**src/sv/rled_pkg.sv**
```systemverilog
// Shared types, codes and constants of the run-length image decoder.
`timescale 1ns / 1ps
package rled_pkg;

  localparam int unsigned MAX_WIDTH   = 4096;
  localparam int unsigned MAX_HEIGHT  = 4096;
  localparam int unsigned CFG_W       = 13;
  localparam int unsigned COORD_W     = 12;
  localparam int unsigned UNIT_W      = 13;
  localparam int unsigned TOTAL_W     = 25;
  localparam int unsigned ROWPROD_W   = 24;
  localparam int unsigned RUN_W       = 8;
  localparam int unsigned PIX_W       = 32;
  localparam int unsigned RECIP_BITS  = 16;
  localparam int unsigned RECIP_W     = RECIP_BITS + 1;
  localparam int unsigned SMALL_UNITS = 128;
  localparam int unsigned SMALL_IDX_W = 7;
  localparam int unsigned SMALL_N     = 1 << RUN_W;
  localparam int unsigned DIV_STEPS   = UNIT_W;
  localparam int unsigned CNT_W       = 4;
  localparam logic [7:0]  ALPHA_OPAQUE = 8'hFF;

  typedef enum logic [1:0] {
    REG_DEPTH  = 2'd0,
    REG_WIDTH  = 2'd1,
    REG_HEIGHT = 2'd2
  } cfg_reg_e;

  typedef enum logic [2:0] {
    DEPTH_1  = 3'd0,
    DEPTH_8  = 3'd1,
    DEPTH_16 = 3'd2,
    DEPTH_24 = 3'd3,
    DEPTH_32 = 3'd4
  } depth_e;

  typedef enum logic [1:0] {
    PH_OPCODE  = 2'd0,
    PH_REPEAT  = 2'd1,
    PH_LITERAL = 2'd2
  } phase_e;

  typedef enum logic [1:0] {
    ADV_IDLE   = 2'd0,
    ADV_FAST   = 2'd1,
    ADV_DIV    = 2'd2,
    ADV_SETTLE = 2'd3
  } adv_state_e;

  typedef struct packed {
    logic [2:0]           depth;
    logic [UNIT_W-1:0]    units;
    logic [TOTAL_W-1:0]   total;
    logic [RECIP_W-1:0]   recip;
  } cfg_t;

  typedef struct packed {
    logic [COORD_W-1:0]   row;
    logic [COORD_W-1:0]   col;
    logic [ROWPROD_W-1:0] rowprod;
    logic                 busy;
  } pos_t;

  typedef struct packed {
    logic              clear;
    logic              step;
    logic              literal;
    logic [UNIT_W-1:0] n;
  } adv_req_t;

endpackage

```
**src/sv/rled_cfg.sv**
```systemverilog
// Configuration registers and the frame geometry derived from them.
`timescale 1ns / 1ps
module rled_cfg (
  input  logic                        clk_i,
  input  logic                        rst_ni,
  input  logic                        cfg_we_i,
  input  logic [1:0]                  cfg_addr_i,
  input  logic [rled_pkg::CFG_W-1:0]  cfg_wdata_i,
  output rled_pkg::cfg_t              cfg_o
);
  import rled_pkg::*;

  logic [2:0]         depth_q;
  logic [CFG_W-1:0]   width_q;
  logic [CFG_W-1:0]   height_q;
  logic [UNIT_W-1:0]  w_sat;
  logic [UNIT_W-1:0]  h_sat;
  logic [UNIT_W-1:0]  units;
  logic [TOTAL_W-1:0] total_d, total_q;
  logic [RECIP_W-1:0] recip_d, recip_q;
  logic [RECIP_W-1:0] recip_tab [SMALL_UNITS];

  always_ff @(posedge clk_i or negedge rst_ni) begin
    if (!rst_ni) begin
      depth_q  <= DEPTH_8;
      width_q  <= CFG_W'(640);
      height_q <= CFG_W'(480);
    end else if (cfg_we_i) begin
      unique case (cfg_addr_i)
        REG_DEPTH:  depth_q  <= cfg_wdata_i[2:0];
        REG_WIDTH:  width_q  <= cfg_wdata_i;
        REG_HEIGHT: height_q <= cfg_wdata_i;
        default: ;
      endcase
    end
  end

  // Reciprocals of the small line widths, scaled by two to the sixteenth.
  assign recip_tab[0] = '0;
  for (genvar g = 1; g < SMALL_UNITS; g++) begin : g_recip
    localparam int unsigned Val = ((1 << RECIP_BITS) + g - 1) / g;
    assign recip_tab[g] = RECIP_W'(Val);
  end

  always_comb begin
    if (width_q == '0) begin
      w_sat = UNIT_W'(1);
    end else if (width_q > UNIT_W'(MAX_WIDTH)) begin
      w_sat = UNIT_W'(MAX_WIDTH);
    end else begin
      w_sat = width_q;
    end
    if (height_q == '0) begin
      h_sat = UNIT_W'(1);
    end else if (height_q > UNIT_W'(MAX_HEIGHT)) begin
      h_sat = UNIT_W'(MAX_HEIGHT);
    end else begin
      h_sat = height_q;
    end
    units   = (depth_q == DEPTH_1) ? ((w_sat + UNIT_W'(7)) >> 3) : w_sat;
    total_d = TOTAL_W'(units) * TOTAL_W'(h_sat);
    recip_d = (units < UNIT_W'(SMALL_UNITS)) ? recip_tab[units[SMALL_IDX_W-1:0]] : '0;
  end

  always_ff @(posedge clk_i) begin
    total_q <= total_d;
    recip_q <= recip_d;
  end

  assign cfg_o.depth = depth_q;
  assign cfg_o.units = units;
  assign cfg_o.total = total_q;
  assign cfg_o.recip = recip_q;

endmodule

```
**src/sv/rled_adv.sv**
```systemverilog
// Raster position tracker: row, column and row offset, advanced after each run.
`timescale 1ns / 1ps
module rled_adv (
  input  logic                clk_i,
  input  logic                rst_ni,
  input  rled_pkg::cfg_t      cfg_i,
  input  rled_pkg::adv_req_t  req_i,
  output rled_pkg::pos_t      pos_o
);
  import rled_pkg::*;

  adv_state_e             state_d, state_q;
  logic [COORD_W-1:0]     row_d, row_q;
  logic [COORD_W-1:0]     col_d, col_q;
  logic [ROWPROD_W-1:0]   rowprod_d, rowprod_q;
  logic [UNIT_W-1:0]      n_d, n_q;
  logic [RUN_W-1:0]       q_d, q_q;
  logic [COORD_W-1:0]     drem_d, drem_q;
  logic [CNT_W-1:0]       cnt_d, cnt_q;

  logic [TOTAL_W-1:0]         rp_full;
  logic [RUN_W+UNIT_W-1:0]    qw;
  logic [RUN_W+RECIP_W-1:0]   rprod;
  logic [RUN_W-1:0]           q_fast;
  logic                       below_2w;
  logic                       small_ok;
  logic [UNIT_W-1:0]          trial;
  logic                       ge;
  logic [COORD_W-1:0]         drem_nx;
  logic [UNIT_W-1:0]          n_div;

  assign rp_full  = TOTAL_W'(row_q) * TOTAL_W'(cfg_i.units);
  assign qw       = (RUN_W+UNIT_W)'(q_q) * (RUN_W+UNIT_W)'(cfg_i.units);
  assign rprod    = (RUN_W+RECIP_W)'(req_i.n[RUN_W-1:0]) * (RUN_W+RECIP_W)'(cfg_i.recip);
  assign below_2w = {1'b0, req_i.n} < {cfg_i.units, 1'b0};
  assign small_ok = (cfg_i.units < UNIT_W'(SMALL_UNITS)) && (req_i.n < UNIT_W'(SMALL_N));
  assign q_fast   = below_2w ? RUN_W'(req_i.n >= cfg_i.units) : rprod[RECIP_BITS +: RUN_W];

  assign trial    = {drem_q, n_q[UNIT_W-1]};
  assign ge       = trial >= cfg_i.units;
  assign drem_nx  = ge ? COORD_W'(trial - cfg_i.units) : trial[COORD_W-1:0];
  assign n_div    = {n_q[UNIT_W-2:0], ge};

  always_ff @(posedge clk_i or negedge rst_ni) begin
    if (!rst_ni) begin
      state_q   <= ADV_IDLE;
      row_q     <= '0;
      col_q     <= '0;
      rowprod_q <= '0;
      cnt_q     <= '0;
    end else begin
      state_q   <= state_d;
      row_q     <= row_d;
      col_q     <= col_d;
      rowprod_q <= rowprod_d;
      cnt_q     <= cnt_d;
    end
  end

  always_ff @(posedge clk_i) begin
    n_q    <= n_d;
    q_q    <= q_d;
    drem_q <= drem_d;
  end

  always_comb begin
    state_d   = state_q;
    row_d     = row_q;
    col_d     = col_q;
    rowprod_d = rp_full[ROWPROD_W-1:0];
    n_d       = n_q;
    q_d       = q_q;
    drem_d    = drem_q;
    cnt_d     = cnt_q;

    unique case (state_q)
      ADV_IDLE: ;
      ADV_FAST: begin
        row_d     = row_q + COORD_W'(q_q);
        col_d     = COORD_W'(n_q - UNIT_W'(qw));
        rowprod_d = rowprod_q + ROWPROD_W'(qw);
        state_d   = ADV_IDLE;
      end
      ADV_DIV: begin
        n_d    = n_div;
        drem_d = drem_nx;
        cnt_d  = cnt_q + CNT_W'(1);
        if (cnt_q == CNT_W'(DIV_STEPS - 1)) begin
          row_d   = row_q + n_div[COORD_W-1:0];
          col_d   = drem_nx;
          state_d = ADV_SETTLE;
        end
      end
      ADV_SETTLE: state_d = ADV_IDLE;
      default: state_d = ADV_IDLE;
    endcase

    if (req_i.step) begin
      if (req_i.literal && (req_i.n < cfg_i.units)) begin
        col_d = req_i.n[COORD_W-1:0];
      end else if (req_i.literal && (req_i.n == cfg_i.units)) begin
        col_d     = '0;
        row_d     = row_q + COORD_W'(1);
        rowprod_d = rowprod_q + ROWPROD_W'(cfg_i.units);
      end else if (!req_i.literal && (below_2w || small_ok)) begin
        n_d     = req_i.n;
        q_d     = q_fast;
        state_d = ADV_FAST;
      end else begin
        n_d     = req_i.n;
        drem_d  = '0;
        cnt_d   = '0;
        state_d = ADV_DIV;
      end
    end

    if (req_i.clear) begin
      row_d     = '0;
      col_d     = '0;
      rowprod_d = '0;
      state_d   = ADV_IDLE;
    end
  end

  assign pos_o.row     = row_q;
  assign pos_o.col     = col_q;
  assign pos_o.rowprod = rowprod_q;
  assign pos_o.busy    = (state_q == ADV_DIV) || (state_q == ADV_SETTLE);

endmodule

```
**src/sv/rled_dec.sv**
```systemverilog
// Byte decode stage: input register, opcode and pixel assembly, run placement, result register.
`timescale 1ns / 1ps
module rled_dec (
  input  logic                           clk_i,
  input  logic                           rst_ni,
  input  logic                           in_valid_i,
  output logic                           in_stall_o,
  input  logic [7:0]                     data_byte_i,
  input  logic                           frame_start_i,
  output logic                           out_valid_o,
  input  logic                           out_stall_i,
  output logic [rled_pkg::PIX_W-1:0]     unit_value_o,
  output logic [rled_pkg::COORD_W-1:0]   start_row_o,
  output logic [rled_pkg::COORD_W-1:0]   start_col_o,
  output logic [rled_pkg::RUN_W-1:0]     run_length_o,
  output logic                           frame_done_o,
  output logic                           run_clipped_o,
  input  rled_pkg::cfg_t                 cfg_i,
  input  rled_pkg::pos_t                 pos_i,
  output rled_pkg::adv_req_t             req_o
);
  import rled_pkg::*;

  logic                 s1_valid_q;
  logic [7:0]           s1_byte_q;
  logic                 s1_fs_q;

  phase_e               phase_d, phase_q;
  logic [1:0]           gath_d, gath_q;
  logic [RUN_W-1:0]     rem_d, rem_q;
  logic [PIX_W-1:0]     acc_d, acc_q;
  logic                 fin_d, fin_q;

  logic                 out_valid_q;
  logic [PIX_W-1:0]     value_q;
  logic [COORD_W-1:0]   row_q;
  logic [COORD_W-1:0]   col_q;
  logic [RUN_W-1:0]     len_q;
  logic                 done_q;
  logic                 clip_q;

  logic                 out_block;
  logic                 go;
  logic                 in_take;
  logic                 fin_eff;
  phase_e               phase_eff;
  logic [2:0]           pbytes;
  logic                 gather_more;
  logic [PIX_W-1:0]     acc_new;
  logic [PIX_W-1:0]     value;
  logic [RUN_W-1:0]     count;
  logic [TOTAL_W-1:0]   pos_sum;
  logic [TOTAL_W-1:0]   left;
  logic                 beyond;
  logic                 clip;
  logic                 done;
  logic [RUN_W-1:0]     len;
  logic                 emit;

  assign out_block  = out_valid_q & out_stall_i;
  assign go         = s1_valid_q & ~out_block & ~pos_i.busy;
  assign in_stall_o = s1_valid_q & ~go;
  assign in_take    = in_valid_i & ~in_stall_o;

  always_ff @(posedge clk_i or negedge rst_ni) begin
    if (!rst_ni) begin
      s1_valid_q <= 1'b0;
    end else if (in_take) begin
      s1_valid_q <= 1'b1;
    end else if (go) begin
      s1_valid_q <= 1'b0;
    end
  end

  always_ff @(posedge clk_i) begin
    if (in_take) begin
      s1_byte_q <= data_byte_i;
      s1_fs_q   <= frame_start_i;
    end
  end

  always_comb begin
    unique case (cfg_i.depth)
      DEPTH_16: pbytes = 3'd2;
      DEPTH_24: pbytes = 3'd3;
      DEPTH_32: pbytes = 3'd4;
      default:  pbytes = 3'd1;
    endcase
  end

  assign fin_eff     = s1_fs_q ? 1'b0 : fin_q;
  assign phase_eff   = s1_fs_q ? PH_OPCODE : phase_q;
  assign gather_more = ({1'b0, gath_q} + 3'd1) < pbytes;
  assign acc_new     = {acc_q[PIX_W-9:0], s1_byte_q};
  assign value       = (cfg_i.depth == DEPTH_24) ? {ALPHA_OPAQUE, acc_new[23:0]} : acc_new;
  assign count       = (phase_eff == PH_REPEAT) ? rem_q : RUN_W'(1);

  assign pos_sum = TOTAL_W'(pos_i.rowprod) + TOTAL_W'(pos_i.col);
  assign beyond  = pos_sum >= cfg_i.total;
  assign left    = cfg_i.total - pos_sum;
  assign clip    = TOTAL_W'(count) > left;
  assign done    = TOTAL_W'(count) >= left;
  assign len     = clip ? left[RUN_W-1:0] : count;

  always_comb begin
    phase_d = phase_q;
    gath_d  = gath_q;
    rem_d   = rem_q;
    acc_d   = acc_q;
    fin_d   = fin_q;
    emit    = 1'b0;
    req_o   = '0;
    req_o.n = UNIT_W'(pos_i.col) + UNIT_W'(count);

    if (go) begin
      if (s1_fs_q) begin
        fin_d       = 1'b0;
        phase_d     = PH_OPCODE;
        req_o.clear = 1'b1;
      end
      if (!fin_eff) begin
        if (phase_eff == PH_OPCODE) begin
          phase_d = s1_byte_q[7] ? PH_LITERAL : PH_REPEAT;
          rem_d   = RUN_W'(s1_byte_q[6:0]) + RUN_W'(1);
          gath_d  = '0;
          acc_d   = '0;
        end else if (gather_more) begin
          gath_d = gath_q + 2'd1;
          acc_d  = acc_new;
        end else begin
          gath_d = '0;
          acc_d  = '0;
          if (phase_eff == PH_REPEAT) begin
            rem_d   = '0;
            phase_d = PH_OPCODE;
          end else begin
            rem_d = rem_q - RUN_W'(1);
            if (rem_q == RUN_W'(1)) begin
              phase_d = PH_OPCODE;
            end
          end
          if (beyond) begin
            fin_d   = 1'b1;
            phase_d = PH_OPCODE;
            rem_d   = '0;
          end else begin
            emit = 1'b1;
            if (done) begin
              fin_d   = 1'b1;
              phase_d = PH_OPCODE;
              rem_d   = '0;
            end else begin
              req_o.step    = 1'b1;
              req_o.literal = (phase_eff == PH_LITERAL);
            end
          end
        end
      end
    end
  end

  always_ff @(posedge clk_i or negedge rst_ni) begin
    if (!rst_ni) begin
      phase_q     <= PH_OPCODE;
      gath_q      <= '0;
      rem_q       <= '0;
      acc_q       <= '0;
      fin_q       <= 1'b0;
      out_valid_q <= 1'b0;
    end else begin
      phase_q     <= phase_d;
      gath_q      <= gath_d;
      rem_q       <= rem_d;
      acc_q       <= acc_d;
      fin_q       <= fin_d;
      out_valid_q <= emit | out_block;
    end
  end

  always_ff @(posedge clk_i) begin
    if (emit) begin
      value_q <= value;
      row_q   <= pos_i.row;
      col_q   <= pos_i.col;
      len_q   <= len;
      done_q  <= done;
      clip_q  <= clip;
    end
  end

  assign out_valid_o   = out_valid_q;
  assign unit_value_o  = value_q;
  assign start_row_o   = row_q;
  assign start_col_o   = col_q;
  assign run_length_o  = len_q;
  assign frame_done_o  = done_q;
  assign run_clipped_o = clip_q;

endmodule

```
**src/sv/rle_image_decoder_top.sv**
```systemverilog
// Top level of the run-length image decoder.
`timescale 1ns / 1ps
//
// Channel    Direction  Handshake                  Payload
// input      in         in_valid_i / in_stall_o    data_byte_i, frame_start_i
// result     out        out_valid_o / out_stall_i  unit_value_o, start_row_o, start_col_o,
//                                                  run_length_o, frame_done_o, run_clipped_o
// config     in         cfg_we_i                   cfg_addr_i, cfg_wdata_i
//
// One byte is taken per cycle unless stalled; a taken byte waits in the input register until
// decoded, and its run, if any, is presented from the result register in the next cycle.
// A repeat run that wraps lines is placed by the position tracker in the following cycle.
// A run that starts at a column past the line width after a width change may need the
// position tracker's bit-serial divider, which stalls requests while it works.
// Reset is asynchronous and active low; it brings the decoder to opcode phase at row 0.
// A request is stalled while the result register is held or the divider is busy.
module rle_image_decoder_top (
  input  logic                          clk_i,
  input  logic                          rst_ni,
  input  logic                          in_valid_i,
  output logic                          in_stall_o,
  input  logic [7:0]                    data_byte_i,
  input  logic                          frame_start_i,
  output logic                          out_valid_o,
  input  logic                          out_stall_i,
  output logic [rled_pkg::PIX_W-1:0]    unit_value_o,
  output logic [rled_pkg::COORD_W-1:0]  start_row_o,
  output logic [rled_pkg::COORD_W-1:0]  start_col_o,
  output logic [rled_pkg::RUN_W-1:0]    run_length_o,
  output logic                          frame_done_o,
  output logic                          run_clipped_o,
  input  logic                          cfg_we_i,
  input  logic [1:0]                    cfg_addr_i,
  input  logic [rled_pkg::CFG_W-1:0]    cfg_wdata_i
);
  import rled_pkg::*;

  cfg_t     cfg;
  pos_t     pos;
  adv_req_t req;

  rled_cfg u_cfg (
    .clk_i       (clk_i),
    .rst_ni      (rst_ni),
    .cfg_we_i    (cfg_we_i),
    .cfg_addr_i  (cfg_addr_i),
    .cfg_wdata_i (cfg_wdata_i),
    .cfg_o       (cfg)
  );

  rled_adv u_adv (
    .clk_i  (clk_i),
    .rst_ni (rst_ni),
    .cfg_i  (cfg),
    .req_i  (req),
    .pos_o  (pos)
  );

  rled_dec u_dec (
    .clk_i         (clk_i),
    .rst_ni        (rst_ni),
    .in_valid_i    (in_valid_i),
    .in_stall_o    (in_stall_o),
    .data_byte_i   (data_byte_i),
    .frame_start_i (frame_start_i),
    .out_valid_o   (out_valid_o),
    .out_stall_i   (out_stall_i),
    .unit_value_o  (unit_value_o),
    .start_row_o   (start_row_o),
    .start_col_o   (start_col_o),
    .run_length_o  (run_length_o),
    .frame_done_o  (frame_done_o),
    .run_clipped_o (run_clipped_o),
    .cfg_i         (cfg),
    .pos_i         (pos),
    .req_o         (req)
  );

endmodule

```
**config.mk**
```make
export PLATFORM = sky130hd
export DESIGN_NAME = rle_image_decoder_top
export DESIGN_NICKNAME = d
export VERILOG_FILES = /design/src/sv/rled_pkg.sv /design/src/sv/rled_cfg.sv /design/src/sv/rled_adv.sv /design/src/sv/rled_dec.sv /design/src/sv/rle_image_decoder_top.sv
export SDC_FILE = /design/constraint.sdc
export NUM_CORES = 2
export LEC_CHECK = 0
export BUFFER_PORTS_ARGS = -buffer_cell sky130_fd_sc_hd__buf_2
export CAP_MARGIN = 15
export CORE_ASPECT_RATIO = 0.9
export CORE_MARGIN = 4
export CORE_UTILIZATION = 25
export CTS_CLUSTER_DIAMETER = 80
export DETAILED_ROUTE_END_ITERATION = 10
export PLACE_DENSITY = 0.35
export SETUP_SLACK_MARGIN = 0.3
export SLEW_MARGIN = 20
export SYNTH_ARGS = -nofsm -noshare
export SYNTH_HDL_FRONTEND = slang
export SYNTH_HIERARCHICAL = 1
export SYNTH_SLANG_ARGS = --single-unit
```
**constraint.sdc**
```tcl
create_clock -name clk_i -period 15.8 [get_ports clk_i]
set_clock_uncertainty 0.15 [all_clocks]
set_input_delay 2.37 -clock clk_i [delete_from_list [all_inputs] [get_ports clk_i]]
set_output_delay 2.37 -clock clk_i [all_outputs]
set_load 0.1 [all_outputs]
```
==> impl_results.rst <==
.. list-table::
   :header-rows: 1

   * - Metric
     - Value
   * - Status
     - complete, no violations
   * - First-pass GRT wire length
     - 207000 um
   * - Largest net degree at the start of global routing
     - 54
   * - Setup crit start kind
     - flip-flop
   * - Critical path arrival
     - 9.43 ns
   * - Number of rows created at floorplan
     - 135
   * - Drt via density
     - just under 5
   * - Remaining global-route overflow
     - 0
   * - Max-Slew Margin vs Limit
     - roughly 28%
   * - Synth top area share
     - 20.6%
   * - DR pass1 iterations
     - 6
   * - Hold Path Depth
     - 0
   * - DRC
     - 0
   * - Synth async-reset ratio
     - about 45%
   * - Antenna violation net count after detailed routing
     - 0
   * - Cells after Synth
     - 4365
   * - Starting density of the core
     - approximately a quarter
   * - Pins over their slew limit
     - 0
   * - Synthesized area
     - 38100 um2
   * - Drt total wl
     - 135000 um
   * - Capture instance of the worst register-to-register path
     - u_adv/rowprod_q[19]
   * - Worst Hold Launch
     - u_adv/row_q[5]
   * - Post-synth EDFFs
     - 83
   * - Part of the cycle the worst path needs
     - 57.4%
   * - Maximum ir drop on the vdd rail
     - 141 uV
   * - Nets in the synthesized netlist
     - 5177
   * - Setup violations, final
     - 0
   * - Top area cells in the synthesized netlist
     - fa_1, ha_1, dfrtp_1
   * - Clock tree root buffer cell
     - clkbuf_16
   * - WP data required
     - about 16 ns
   * - Worst-skew pair later-pin latency
     - 0.62 ns
   * - Share of cells above drive strength 1
     - just over 8%
   * - Floorplan core area
     - 151000 um2
   * - Setup TNS after final layout
     - 0 ns
   * - Deepest level of the CTS H-tree
     - 2
   * - Clk pin slew, worst setup/hold paths
     - about 0.050 ns
   * - Share of the yosys chip area belonging to registers
     - about 18%
   * - All-Layer GR Usage
     - approximately 17%
   * - Hold violation count in the final report
     - 0
   * - CTS resizes
     - 0
   * - First-iteration detailed-routing DRC count
     - between 2000 and 2500
   * - IO Count
     - 97
   * - Ys Warns
     - 6
   * - Number of input and output port buffers inserted
     - 96
   * - #FFs+latches synth
     - 272
   * - Hold_buf cts
     - 0
   * - Inserted Clock Buffers
     - 40
   * - Overall power
     - around 9 mW
   * - Die height
     - 378 um
   * - CP Capture Type
     - flip-flop
   * - Initial antenna violation count
     - 10
   * - Leak
     - 19.6 nW
   * - Highest clock rate
     - 110 MHz
   * - Cell repeated most along the worst path
     - fa_1
   * - Shortest clock period the worst path allows after layout
     - 9.07 ns
   * - Most used flip-flop cell after synthesis
     - dfrtp_1
   * - Kind of critical path
     - reg2reg
   * - Worst reg-to-reg setup slack
     - 6.73 ns
   * - Total power divided by cell area
     - 210 nW/um2
   * - Slowest library cell on the worst path
     - clkinv_2
   * - Total Die Area
     - around 160000 um2
   * - Routability cong.
     - between 0.8 and 0.9
   * - Worst reg2reg startpoint
     - u_cfg/depth_q[2]
   * - Vias in the first global route
     - about 32000
   * - Peak per-stage delay on the critical path
     - 0.74 ns
   * - Count of clock tree sinks
     - 272
   * - Routed via count
     - 31000
   * - End of the worst hold path
     - u_dec/start_row_o[5]
   * - Fin Hold WS
     - 0.305 ns
   * - Die width
     - 419 um
   * - HPWL after detailed placement
     - between 100000 and 150000 um
   * - Synth-to-Final Area Change
     - 10.5%
   * - Tightest Hold Check Type
     - reg2reg
   * - Worst-case clock buffer depth
     - 3
   * - Fin nets
     - ~5200
   * - TritonCTS clock tree
     - done
   * - Post-CTS Setup Bufs
     - 0
   * - Crit path max fanout
     - 53
   * - Maxcap violations
     - 0
   * - R2R cell count
     - 29
   * - Least-Margin Pin Slew
     - between 1 and 1.5 ns
   * - Netlist cell types
     - 120
   * - Detail-routed net length per standard cell
     - 21.2 um
   * - Average footprint of a synthesized cell
     - 8.72 um2
   * - Largest area contributor in the netlist
     - fa_1
   * - Unrepaired setup endpoints after global routing
     - false
synth_stat cells, types with 15 or more instances:
master    count
nor2b_1      32
and3_1       34
fa_1        392
xor2_1       74
nor4_1       16
nand3_1      77
a21oi_1     211
o21ai_1      15
inv_1       576
nand2_1     474
o21ai_0     138
clkbuf_1    128
nor3_1       85
or3_1        38
nand4_1      32
mux2i_1      43
dfxtp_1      67
a21o_1       60
and2_1      201
a31oi_1      25
dfrtp_1     115
nor2_1      281
o21a_1       40
nand2b_1     47
xnor2_1     122
o22ai_1      19
o211ai_1     33
a211oi_1     73
edfxtp_1     83
buf_2        43
ha_1        391
mux2_2       33
a22o_1       34
report_power, final:
group / switching, mW / total [mW] / leakage, nW / internal (mW)
registers: 0.265 / 1.22 / 2.91 / 0.951
clock network: 0.383 / 0.926 / 0.655 / 0.543
logic: 4.29 / 6.71 / 16.0 / 2.41
stage by stage:
stage	instance area [um2]	setup slack, ns	util (%)	instances
floorplan	38100	7.83	-	4365
global placement	40700	6.86	27.0	6305
detailed placement	40700	6.70	27.0	6305
CTS	42100	6.72	27.9	6379
global route	42100	6.03	27.9	6379
finish	42100	6.73	27.9	6382
placed cells by master (no fill, tap or decap), drive strengths merged, types with 78 or more instances in the layout:
master,instances
dfrtp,115
ha,391
edfxtp,83
and2,201
nand3,78
inv,587
xnor2,122
nand2,474
buf,158
nor3,91
a21oi,214
o21ai,155
nor2,288
fa,392
a211oi,78
critical path: cells and delay by family, from the launching register on:
kind                     cells  cell delay (ns)
AND/OR/NAND/NOR              8             2.21
AO/OA/AOI/OAI                9             2.02
adder cells (fa/ha/maj)      6             2.75
buffers and inverters        3             0.84
multiplexers                 1             0.09
XOR/XNOR                     2             0.31
flip-flops                   1             0.48
flip-flops by register name (all words and copies together) (netlist names), 3 cells and up:
signal              cells
u_adv/rowprod_q        24
u_dec/start_row_o      12
u_adv/row_q            12
u_cfg/recip_q          17
u_dec/acc_q            24
u_adv/cnt_q             4
u_dec/s1_byte_q         8
u_adv/q_q               8
u_adv/drem_q           12
u_dec/unit_value_o     32
u_cfg/width_q          13
u_dec/rem_q             8
u_dec/run_length_o      8
u_cfg/total_q          25
u_adv/n_q              13
u_cfg/height_q         13
u_cfg/depth_q           3
u_dec/start_col_o      12
u_adv/col_q            12
how the worst max path moves through the flow:
stage                     startpoint             endpoint
floorplan           u_cfg/width_q[0]  u_adv/rowprod_q[20]
global placement    u_cfg/depth_q[2]  u_adv/rowprod_q[19]
detailed placement  u_cfg/depth_q[2]  u_adv/rowprod_q[19]
CTS                 u_cfg/depth_q[2]  u_adv/rowprod_q[19]
global route        u_cfg/depth_q[2]  u_adv/rowprod_q[19]
finish              u_cfg/depth_q[2]  u_adv/rowprod_q[19]
per-layer routing:
layer / routed length, um / share of wire (%) / vias to the layer above / global-route usage (%)
li1: - / - / 14700 / -
met1: 68400 / 51 / 15500 / 25.4
met2: 58700 / 43 / 654 / 26.3
met3: 5300 / 3.9 / 125 / 1.81
met4: 2770 / 2.0 / 0 / 3.69
met5: 0 / 0 / - / 0
area by class of cell:
cell class | instances | area (um2)
inverters | 586 | 2200
flip-flops and latches | 272 | 6900
multi-input cells | 3303 | 28200
clock inverters | 14 | 185
clock buffers | 60 | 1180
fillers | 16400 | 109000
repair buffers | 158 | 965
well taps | 1986 | 2480
diodes | 3 | 7.51
logic make-up after synthesis:
group	after synthesis	synth area share, %
flops	272	18.1
simple gates	1397	18.1
mux	78	2.18
buf+inv	790	8.23
compound gates	848	15.4
xor+xnor	197	4.57
fa+ha+maj	783	33.5
(Power assumes the default switching activity.)
